==> src/hdl/oust_pkg.sv <==
// Shared types and constants for the ordered unique set table.
`timescale 1ns / 1ps

package oust_pkg;

	localparam int CAPACITY = 64;
	localparam int DATA_W   = 32;
	localparam int IDX_W    = $clog2(CAPACITY);
	localparam int CNT_W    = $clog2(CAPACITY + 1);
	localparam int CFG_W    = 1;

	localparam logic [CFG_W-1:0] CFG_LOWER = 1'b0;
	localparam logic [CFG_W-1:0] CFG_UPPER = 1'b1;

	typedef enum logic [1:0] {
		ACT_ADD    = 2'd0,
		ACT_REMOVE = 2'd1,
		ACT_CHECK  = 2'd2,
		ACT_READ   = 2'd3
	} action_t;

	typedef enum logic [2:0] {
		ST_DONE      = 3'd0,
		ST_PRESENT   = 3'd1,
		ST_RANGE     = 3'd2,
		ST_FULL      = 3'd3,
		ST_NOT_FOUND = 3'd4,
		ST_BAD_INDEX = 3'd5
	} status_t;

	typedef enum logic [2:0] {
		S_IDLE,
		S_SCAN,
		S_SHIFT,
		S_READ,
		S_DONE
	} state_t;

	typedef struct packed {
		logic              present;
		logic [DATA_W-1:0] entry_value;
		logic [CNT_W-1:0]  entry_count;
		status_t           status;
	} result_t;

endpackage

==> src/hdl/oust_core.sv <==
// Sequencer and value memory: scan, append, shift-down remove and indexed read.
`timescale 1ns / 1ps

module oust_core (
	input  logic                         clk,
	input  logic                         arst_n,
	input  logic                         accept,
	input  logic [1:0]                   action,
	input  logic [oust_pkg::DATA_W-1:0]  item_value,
	input  logic [oust_pkg::IDX_W-1:0]   entry_index,
	input  logic [oust_pkg::DATA_W-1:0]  lower_q,
	input  logic [oust_pkg::DATA_W-1:0]  upper_q,
	output logic                         idle,
	output logic                         res_valid,
	input  logic                         res_take,
	output oust_pkg::result_t            res
);
	import oust_pkg::*;

	logic [DATA_W-1:0] mem [CAPACITY];
	logic [DATA_W-1:0] rdata_q;

	state_t            state_q, state_d;
	action_t           act_q;
	logic [DATA_W-1:0] val_q;
	logic              range_ok_q;
	logic [IDX_W-1:0]  addr_q, addr_d;
	logic [CNT_W-1:0]  count_q, count_d;
	result_t           res_q, res_d;

	logic              we;
	logic [IDX_W-1:0]  waddr;
	logic [DATA_W-1:0] wdata;
	logic [CNT_W-1:0]  next_pos;
	logic              in_use;
	logic              hit;
	logic              last;

	// next_pos is one past the entry whose data sits in rdata_q
	assign next_pos = {1'b0, addr_q} + CNT_W'(1);
	assign in_use   = {1'b0, addr_q} < count_q;
	assign hit      = in_use && (rdata_q == val_q);
	assign last     = next_pos >= count_q;

	always_comb begin
		state_d   = state_q;
		addr_d    = addr_q;
		count_d   = count_q;
		res_d     = res_q;
		we        = 1'b0;
		waddr     = addr_q;
		wdata     = rdata_q;
		idle      = 1'b0;
		res_valid = 1'b0;
		case (state_q)
			S_IDLE: begin
				idle = 1'b1;
				if (accept) begin
					if (action_t'(action) == ACT_READ) begin
						if ({1'b0, entry_index} < count_q) begin
							addr_d  = entry_index;
							state_d = S_READ;
						end else begin
							res_d   = '{1'b0, '0, count_q, ST_BAD_INDEX};
							state_d = S_DONE;
						end
					end else begin
						addr_d  = '0;
						state_d = S_SCAN;
					end
				end
			end
			S_SCAN: begin
				if (hit && act_q == ACT_REMOVE) begin
					if (!last) begin
						addr_d  = next_pos[IDX_W-1:0];
						state_d = S_SHIFT;
					end else begin
						count_d = count_q - CNT_W'(1);
						res_d   = '{1'b1, '0, count_d, ST_DONE};
						state_d = S_DONE;
					end
				end else if (hit || last) begin
					res_d.present     = hit;
					res_d.entry_value = '0;
					res_d.status      = ST_DONE;
					case (act_q)
						ACT_ADD: begin
							if (!range_ok_q) begin
								res_d.status = ST_RANGE;
							end else if (hit) begin
								res_d.status = ST_PRESENT;
							end else if (count_q == CNT_W'(CAPACITY)) begin
								res_d.status = ST_FULL;
							end else begin
								we      = 1'b1;
								waddr   = count_q[IDX_W-1:0];
								wdata   = val_q;
								count_d = count_q + CNT_W'(1);
							end
						end
						ACT_CHECK: begin
							if (!hit) res_d.status = ST_NOT_FOUND;
						end
						default: begin
							res_d.status = ST_NOT_FOUND;
						end
					endcase
					res_d.entry_count = count_d;
					state_d           = S_DONE;
				end else begin
					addr_d = next_pos[IDX_W-1:0];
				end
			end
			S_SHIFT: begin
				// entry addr_q moves down to addr_q - 1
				we    = 1'b1;
				waddr = addr_q - IDX_W'(1);
				wdata = rdata_q;
				if (!last) begin
					addr_d = next_pos[IDX_W-1:0];
				end else begin
					count_d = count_q - CNT_W'(1);
					res_d   = '{1'b1, '0, count_d, ST_DONE};
					state_d = S_DONE;
				end
			end
			S_READ: begin
				res_d   = '{1'b0, rdata_q, count_q, ST_DONE};
				state_d = S_DONE;
			end
			S_DONE: begin
				res_valid = 1'b1;
				if (res_take) state_d = S_IDLE;
			end
			default: begin
				state_d = S_IDLE;
			end
		endcase
	end

	always_ff @(posedge clk or negedge arst_n) begin
		if (!arst_n) begin
			state_q <= S_IDLE;
			count_q <= '0;
		end else begin
			state_q <= state_d;
			count_q <= count_d;
		end
	end

	always_ff @(posedge clk) begin
		addr_q <= addr_d;
		res_q  <= res_d;
		if (state_q == S_IDLE && accept) begin
			act_q      <= action_t'(action);
			val_q      <= item_value;
			range_ok_q <= (item_value >= lower_q) && (item_value < upper_q);
		end
	end

	// single-port style memory: one write, one registered read per cycle
	always_ff @(posedge clk) begin
		if (we) mem[waddr] <= wdata;
		rdata_q <= mem[addr_d];
	end

	assign res = res_q;

endmodule

==> src/hdl/ordered_unique_set_table.sv <==
// A read fetches the entry through the registered memory port (a bad index goes straight to
// the result); add/check/remove scan the entries from index 0 until a hit or the last one.
// Throughput: one item at a time, bounded by the single memory read port that scans
// entries and then shifts them down on a remove.
// A result waiting in the output register does not block the next item.
// Reset clears count and handshake state, sets bounds to 0 and all ones; store contents are kept.
`timescale 1ns / 1ps

module ordered_unique_set_table (
	input  logic                         clk,
	input  logic                         arst_n,
	input  logic                         cfg_we,
	input  logic [oust_pkg::CFG_W-1:0]   cfg_index,
	input  logic [oust_pkg::DATA_W-1:0]  cfg_wdata,
	input  logic                         in_valid,
	output logic                         in_stall,
	input  logic [1:0]                   action,
	input  logic [oust_pkg::DATA_W-1:0]  item_value,
	input  logic [oust_pkg::IDX_W-1:0]   entry_index,
	output logic                         out_valid,
	input  logic                         out_stall,
	output logic                         present,
	output logic [oust_pkg::DATA_W-1:0]  entry_value,
	output logic [oust_pkg::CNT_W-1:0]   entry_count,
	output logic [2:0]                   status
);
	import oust_pkg::*;

	logic [DATA_W-1:0] lower_q, upper_q;
	logic              core_idle;
	logic              res_valid;
	logic              res_take;
	logic              out_valid_q;
	result_t           res;
	result_t           out_q;

	always_ff @(posedge clk or negedge arst_n) begin
		if (!arst_n) begin
			lower_q <= '0;
			upper_q <= '1;
		end else if (cfg_we) begin
			case (cfg_index)
				CFG_LOWER: lower_q <= cfg_wdata;
				CFG_UPPER: upper_q <= cfg_wdata;
				default: ;
			endcase
		end
	end

	assign in_stall = !core_idle;
	assign res_take = res_valid && (!out_valid_q || !out_stall);

	oust_core u_core (
		.clk         (clk),
		.arst_n      (arst_n),
		.accept      (in_valid && !in_stall),
		.action      (action),
		.item_value  (item_value),
		.entry_index (entry_index),
		.lower_q     (lower_q),
		.upper_q     (upper_q),
		.idle        (core_idle),
		.res_valid   (res_valid),
		.res_take    (res_take),
		.res         (res)
	);

	always_ff @(posedge clk or negedge arst_n) begin
		if (!arst_n) begin
			out_valid_q <= 1'b0;
		end else if (res_take) begin
			out_valid_q <= 1'b1;
		end else if (!out_stall) begin
			out_valid_q <= 1'b0;
		end
	end

	always_ff @(posedge clk) begin
		if (res_take) out_q <= res;
	end

	assign out_valid   = out_valid_q;
	assign present     = out_q.present;
	assign entry_value = out_q.entry_value;
	assign entry_count = out_q.entry_count;
	assign status      = out_q.status;

	a_count_cap: assert property (@(posedge clk) disable iff (!arst_n)
		out_valid |-> entry_count <= CNT_W'(CAPACITY))
		else $error("entry_count beyond capacity");

	a_busy_after_accept: assert property (@(posedge clk) disable iff (!arst_n)
		(in_valid && !in_stall) |=> in_stall)
		else $error("input not stalled while an item is in work");

	a_bad_index_zero: assert property (@(posedge clk) disable iff (!arst_n)
		(out_valid && status == ST_BAD_INDEX) |-> (entry_value == '0 && !present))
		else $error("bad index beat carries data");

	a_dup_present: assert property (@(posedge clk) disable iff (!arst_n)
		(out_valid && status == ST_PRESENT) |-> present)
		else $error("already-present status without present flag");

endmodule
==> config.mk <==
export PLATFORM = sky130hd
export DESIGN_NAME = ordered_unique_set_table
export DESIGN_NICKNAME = d
export VERILOG_FILES = /design/src/hdl/oust_pkg.sv /design/src/hdl/oust_core.sv /design/src/hdl/ordered_unique_set_table.sv
export SDC_FILE = /design/constraint.sdc
export NUM_CORES = 2
export LEC_CHECK = 0
export ABC_AREA = 1
export BUFFER_PORTS_ARGS = -buffer_cell sky130_fd_sc_hd__buf_4
export CAP_MARGIN = 20
export CORE_MARGIN = 4
export CORE_UTILIZATION = 45
export CTS_CLUSTER_SIZE = 25
export DETAILED_ROUTE_END_ITERATION = 7
export PLACE_DENSITY = 0.62
export SLEW_MARGIN = 20
export SYNTH_ARGS = -nofsm -noshare
export SYNTH_HDL_FRONTEND = slang
export SYNTH_SLANG_ARGS = --single-unit
==> constraint.sdc <==
create_clock -name clk -period 14.6 [get_ports clk]
set_input_delay 0.73 -clock clk [delete_from_list [all_inputs] [get_ports clk]]
set_output_delay 0.73 -clock clk [all_outputs]
set_load 0.02 [all_outputs]
Yosys cells after proc, flatten, opt, wreduce, memory -nomap -nowiden
Memories as Yosys holds them, arrays and structs flattened. A register that Yosys moved wholly into a read port is not among the register bits.
Cells that the tools add are included.
{ "op_classes": {"n_eq_ne": 16, "n_addsub": 4, "order_cmp": 5, "n_reduce_logical": 20, "n_bitwise": 1, "mux": 63} }
{ "ops": {"columns": ["operator", "count"], "rows": [
  ["43-bit two-way mux", 6],
  ["32-bit two-way mux", 7],
  ["43-bit case mux with 4 select lines", 1],
  ["6-bit two-way mux", 12],
  ["7-bit two-way mux", 7],
  ["3-bit two-way mux", 11],
  ["32-bit equality test", 1],
  ["32-bit >= comparator", 1],
  ["32-bit less-than comparator", 1],
  ["6-bit case mux with 3 select lines", 1],
  ["3-bit case mux with 5 select lines", 1],
  ["6-bit by 7-bit less-than comparator with 1-bit output", 2],
  ["7-bit case mux with 2 select lines", 1],
  ["1-bit two-way mux", 12],
  ["6-bit case mux with 2 select lines", 1],
  ["2-bit by 1-bit inequality test with 1-bit output, second input constant", 4],
  ["6-bit by 1-bit adder with 7-bit output, second input constant", 1],
  ["7-bit by 1-bit adder with 7-bit output, second input constant", 1],
  ["7-bit equality test, second input constant", 1],
  ["7-bit >= comparator", 1],
  ["7-bit by 1-bit subtractor with 7-bit output, second input constant", 1],
  ["3-bit by 2-bit equality test with 1-bit output, second input constant", 2],
  ["1-bit logical AND", 6],
  ["3-bit case mux with 2 select lines", 1],
  ["other kinds (19)", 26]
]} }
{ "totals": {"register_bits": 202, "elab_cells": 127, "output_inout_bits": 45, "memories": 1, "ramBits": 2048} }
{ "mem_list": {"columns": ["name", "words", "word_bits", "read_ports", "rd_clocked_by_memory_dff", "write_ports", "line_no", "rtl"], "rows": [
  ["u_core.mem", 64, 32, 1, 1, 1, "oust_core.sv:20", "logic [DATA_W-1:0] mem [CAPACITY];"]
]} }

Longest topological paths before layout
{ "logic_depth": {"word_depth": 10, "ltp_mapped": 28, "ltp_nobuf": 25} }

Modules after synthesis
A second synthesis with hierarchy kept.
{ "hier_totals": {"cells_unflattened": 9475, "area_unflattened_um2": 102141.7} }
{ "modules_own_cells": {"columns": ["module", "seq_area_each_um2", "cells_each", "n_inst", "area_per_inst_um2"], "rows": [
  ["oust_core", 64852.2, 9145, 1, 98210.4],
  ["ordered_unique_set_table", 2957.8, 330, 1, 3931.3]
]} }

Least setup slack after synthesis
Ideal clock, no wire load.
{ "synth_path": {"path_type": "register to register", "startpoint": "register u_core.addr_q[2]", "endpoint": "register u_core.res_q, in the netlist u_core.res[0], enable pin", "path_stages_with_launch": 17, "setup_slack_ps": 8640, "arrival_time_ps": 5451, "synth_period_minus_slack_ps": 5960, "path_cell_list": "dfxtp_1 -> clkbuf_1 -> nand3_1 -> nor2_1 -> nand2_1 -> xor2_1 -> inv_1 -> ha_1 -> nand2_1 -> o21a_1 -> nand3_1 -> inv_1 -> nand2_4 -> inv_1 -> nand2_1 -> o21ai_0 -> a211oi_1"} }
{ "synth_between": {"elab_chain_len": 5, "elab_cells_between_ends": 8} }
{ "synth_rtl": {"columns": ["element", "line_no", "rtl"], "rows": [
  ["start, declared", "oust_core.sv:27", "logic [IDX_W-1:0] addr_q, addr_d;"],
  ["start signal, assigned", "oust_core.sv:153", "addr_q <= addr_d;"],
  ["6-bit by 1-bit adder with 7-bit output or 6-bit by 7-bit less-than comparator with 1-bit output (tied branches)", "oust_core.sv:40, oust_core.sv:41", null],
  ["7-bit >= comparator or 1-bit logical AND (tied branches)", "oust_core.sv:43, oust_core.sv:42", null],
  ["1-bit logical OR or 1-bit logical AND (tied branches)", "oust_core.sv:83, oust_core.sv:74", null],
  ["3-bit by 1-bit inequality test with 1-bit output (no source line) (*)", null, null],
  ["5-bit AND reduction (no source line) (*)", null, null],
  ["end signal, assigned", "oust_core.sv:154", "res_q <= res_d;"],
  ["end, declared", "oust_core.sv:29", "result_t res_q, res_d;"]
]} }
Mark *: on every way between the ends. The rest lies on a longest branch, timed or not.
A chain may end at the register's enable or synchronous reset.

Worst setup path after layout
{ "layout_path": {"startpoint": "register u_core.addr_q[3]", "endpoint": "register u_core.rdata_q[15] (read register of u_core.mem)"} }
{ "layout_between": {"elab_chain_len": 6, "elab_cells_between_ends": 13} }
{ "layout_rtl": {"columns": ["element", "line_no", "rtl"], "rows": [
  ["6-bit by 1-bit adder with 7-bit output or 6-bit by 7-bit less-than comparator with 1-bit output (tied branches)", "oust_core.sv:40, oust_core.sv:41", null],
  ["7-bit >= comparator or 1-bit logical AND (tied branches)", "oust_core.sv:43, oust_core.sv:42", null],
  ["1-bit logical OR", "oust_core.sv:83", "end else if (hit || last) begin"],
  ["6-bit two-way mux", "oust_core.sv:83", null],
  ["6-bit two-way mux", "oust_core.sv:74", "if (hit && act_q == ACT_REMOVE) begin"],
  ["6-bit case mux with 3 select lines (*)", "oust_core.sv:55", "case (state_q)"],
  ["end, declared", "oust_core.sv:21", "logic [DATA_W-1:0] rdata_q;"]
]} }
Marked as above.

==> summary.md <==
| Metric | Value |
|---|---|
| Via count | 72980 |
| Clock transition at path regs | ~0.060 ns |
| Io pins | roughly 120 |
| Hold Path Class | in -> reg |
| Clock skew | 0.07771 ns |
| # clock sinks | 2282 |
| Largest net degree at the start of global routing | around 200 |
| Post-CTS setup buffer count | 0 |
| Die Y | 483.1 µm |
| Least-Margin Pin Slew | 1.147 ns |
| Synth Flop Type | edfxtp_1 |
| CP required | 15.34 ns |
| Worst Path Buf+Inv | 6 |
| R2r startpoint | u_core.addr_q[3] |
| Cells along the critical path | inv_1, nor2_1, nand2_1, xor2_1, inv_1, ha_1, nand2_1, o21a_1, nand3_1, xor2_1, nand3_4, buf_4, buf_4, buf_4, buf_4, nand4_1, nand3_1, nand3_1, nand3_1, nand3_1, nand3_1, nand2_1 |
| Worst R2R End | u_core.rdata_q[15] |
| # DRC | 0 |
| Highest metal layer with signal wires | met5 |
| Die width | 483.1 µm |
| Wire length of the first global-routing pass | 458.8 mm |
| Mux contribution to synthesized area | 0 |
| Arrival time worst endpoint | 9.05 ns |
| Adder-cell area share of the yosys netlist | 0.01059 |
| Top cell by count, worst path | nand3_1 |
| TritonCTS buffer count | 226 |
| Cell Area, Synth | 101600 µm² |
| RSZ-0062 raised after global routing | false |
| Die ar. | ~230000 µm² |
| Wire per inst | 24.48 µm |
| Final Setup Violations | 0 |
| Synth warn | 0 |
| Sequential area share after synthesis | 0.6675 |
| Met1 WL | about 120 mm |
| Nets | between 9000 and 10000 |
| DP HPWL | 167.1 mm |
| Area after DPL | 105900 µm² |
| Outcome | finished, final reports clean |
| Post-cts sizing count | 0 |
| Setup_tns | 0 ns |
| H-tree Lvls | 4 |
| Delay-heaviest family, CP | buffers and inverters |
| Synth Area per Inst | about 10 µm² |
| Slew Viols, Final | 0 |
| IO buf count | 122 |
| Detail Route Antenna Nets | 0 |
| CTS Hold Bufs | 1 |
| Type of the worst setup path | reg -> reg |
| Total global-route track usage | 0.2601 |
| Cell count after synthesis | 9710 |
| Commonest cells after routing, fill and taps aside | nand2_1, edfxtp_1, nand3_1 |
| Seq cells post-synth | 2282 |
| 1st-pass router iterations | 8 |
| GRT overflow | 0 |
| R2R cell count | 22 |
| Vias per std cell | 5.705 |
| Crit share post-route | 0.5691 |
| Initial Util | 0.4521 |
| Worst Setup Start Kind | flip-flop |
| Worst hold start | item_value[12] |
| Worst path slowest cell | buf_4 |
| Routability cong. | 0.8470 |
| WL met3 | about 30 mm |
| Setup crit end kind | flip-flop |
| 1st-iter DRT viols | 9379 |
| Met2 WL | 145.8 mm |
| Slowest Stage Delay on Critical Path | 0.76 ns |
| Core area | approximately 220000 µm² |
| Xor/xnor share of the synthesized area | 0.0009484 |
| Hold path depth | 1 |
| Root Buffer | clkbuf_16 |
| Max-cap violations | 0 |
| Reg2Reg Setup Slack | 6.29 ns |
| Initial antenna violation count | 18 |
| Rel. slew slack | 0.2351 |
| Vias in the first global route | 68910 |
| Fin area | 113900 µm² |
| Core Util, Final | 0.5068 |
| CTS tree | done |
| Wirelength, routed | ~310 mm |
| Synth Area in Compound Gates | 0.03170 |
| Layout cells sized above 1 | 0.08449 |
| Syn Nets | ~9900 |
| Largest family of logic cells by synthesized area | simple AND/OR/NAND/NOR gates |
| FMAX | 120.4 MHz |
| Tmin final | 8.309 ns |
| Hold endpoint | u_core.val_q[12] |
| Final Hold Vio Count | 0 |
| Netlist cell types | 49 |
| EDFF count, synth | between 2000 and 2500 |
| CTS Buffer Depth | 3 |
| Commonest non-fill, non-tap cell in the layout | nand2_1 |
| Num rows | 174 |
| Area growth, synth to finish | 12.09% |
| Ys async rst share | 0.03287 |
| Simple-gate share of the synthesized area | 0.2077 |
| Clock Latency Late Sink | 0.88 ns |
| Worst-path maximum fanout | 67 |
[layout make-up]
type | instances | area [µm²]
antenna | 1 | 2.502
tap | 2992 | 3744
fill | 19770 | 110800
clock inverter | 132 | 1724
timing repair buffer | 301 | 2445
clock buffer | 297 | 6182
inverter | 1461 | 5509
sequential | 2282 | 67810
multi-input combinational | 5327 | 26450
[how the worst max path moves through the flow]
stage / cells past startpoint / from / endpoint
floorplan: 16 / u_core.addr_q[2] / u_core.res[0]
global placement: 22 / u_core.addr_q[3] / u_core.rdata_q[15]
detailed placement: 22 / u_core.addr_q[3] / u_core.rdata_q[15]
CTS: 22 / u_core.addr_q[3] / u_core.rdata_q[15]
global route: 23 / u_core.addr_q[3] / u_core.rdata_q[15]
finish: 22 / u_core.addr_q[3] / u_core.rdata_q[15]
[stage by stage]
stage	std cells	hold slack, ns	setup WS, ns
2_1_floorplan	9710	0.4261	8.640
3_3_place_gp	12360	0.4320	6.601
3_5_place_dp	12360	0.4357	6.497
4_1_cts	12790	0.01284	6.481
5_1_grt	12790	0.02304	5.895
6_report	12790	0.07279	6.291
[synth_stat cells, types with 2 or more instances]
cell type | count | share of area
buf_1 | 52 | 0.0019
xor2_1 | 7 | 0.00060
o22ai_1 | 4 | 0.00025
a21boi_0 | 2 | 0.00015
dfrtp_1 | 43 | 0.011
a31oi_1 | 3 | 0.00018
nand3b_1 | 3 | 0.00022
edfxtp_1 | 2169 | 0.64
o21ai_1 | 12 | 0.00059
buf_6 | 5 | 0.00055
buf_2 | 227 | 0.011
a211oi_1 | 4 | 0.00030
clkbuf_1 | 335 | 0.012
o2111ai_1 | 2 | 0.00017
nand2_1 | 2236 | 0.083
nor2_2 | 4 | 0.00025
o21a_1 | 3 | 0.00022
buf_4 | 20 | 0.0015
inv_1 | 1445 | 0.053
dfxtp_1 | 38 | 0.0075
a22oi_1 | 6 | 0.00044
xnor2_1 | 4 | 0.00034
nand4_1 | 714 | 0.044
nand3_1 | 1494 | 0.074
nand3_2 | 3 | 0.00030
o211ai_1 | 18 | 0.0013
a21o_1 | 2 | 0.00015
nor2_1 | 144 | 0.0053
or2_2 | 6 | 0.00037
nor3_1 | 5 | 0.00025
nand2_4 | 2 | 0.00022
dfstp_2 | 32 | 0.0083
clkinv_1 | 7 | 0.00026
o21ai_0 | 489 | 0.024
ha_1 | 86 | 0.011
inv_2 | 9 | 0.00033
a21oi_1 | 57 | 0.0028
o221ai_1 | 7 | 0.00060
[state kept, by name (all words and copies together), names as in the netlist, 2 cells and up]
register / flops
lower_q: 32
u_core.rdata_q: 32
u_core.act_q: 2
u_core.addr_q: 6
entry_count: 7
u_core.res: 43
status: 3
entry_value: 32
u_core.state_q: 3
u_core.val_q: 32
upper_q: 32
u_core.count_q: 7
u_core.mem: 2048
[cell families (layout without fill, tap and decap cells)]
group                      count (synthesis)  after routing
DFF                                     2282           2282
adders and majority gates                 86             86
xor gates and xnor gates                  11             11
other                                      0              1
and+or+nand+nor                         4616           4616
AOI/OAI and AO/OA                        614            614
buffers and inverters                   2101           2191
[routing by layer]
| layer | GRT usage | vias up |
|---|---|---|
| met1 | 0.3519 | 35550 |
| met5 | 0 | - |
| met3 | 0.04583 | 657 |
| met2 | 0.4173 | 3695 |
| met4 | 0.1055 | 6 |
| li1 | - | 33070 |
Power is not shown: default switching activity piles up to over one toggle a cycle in this logic, so the estimate is an artifact.
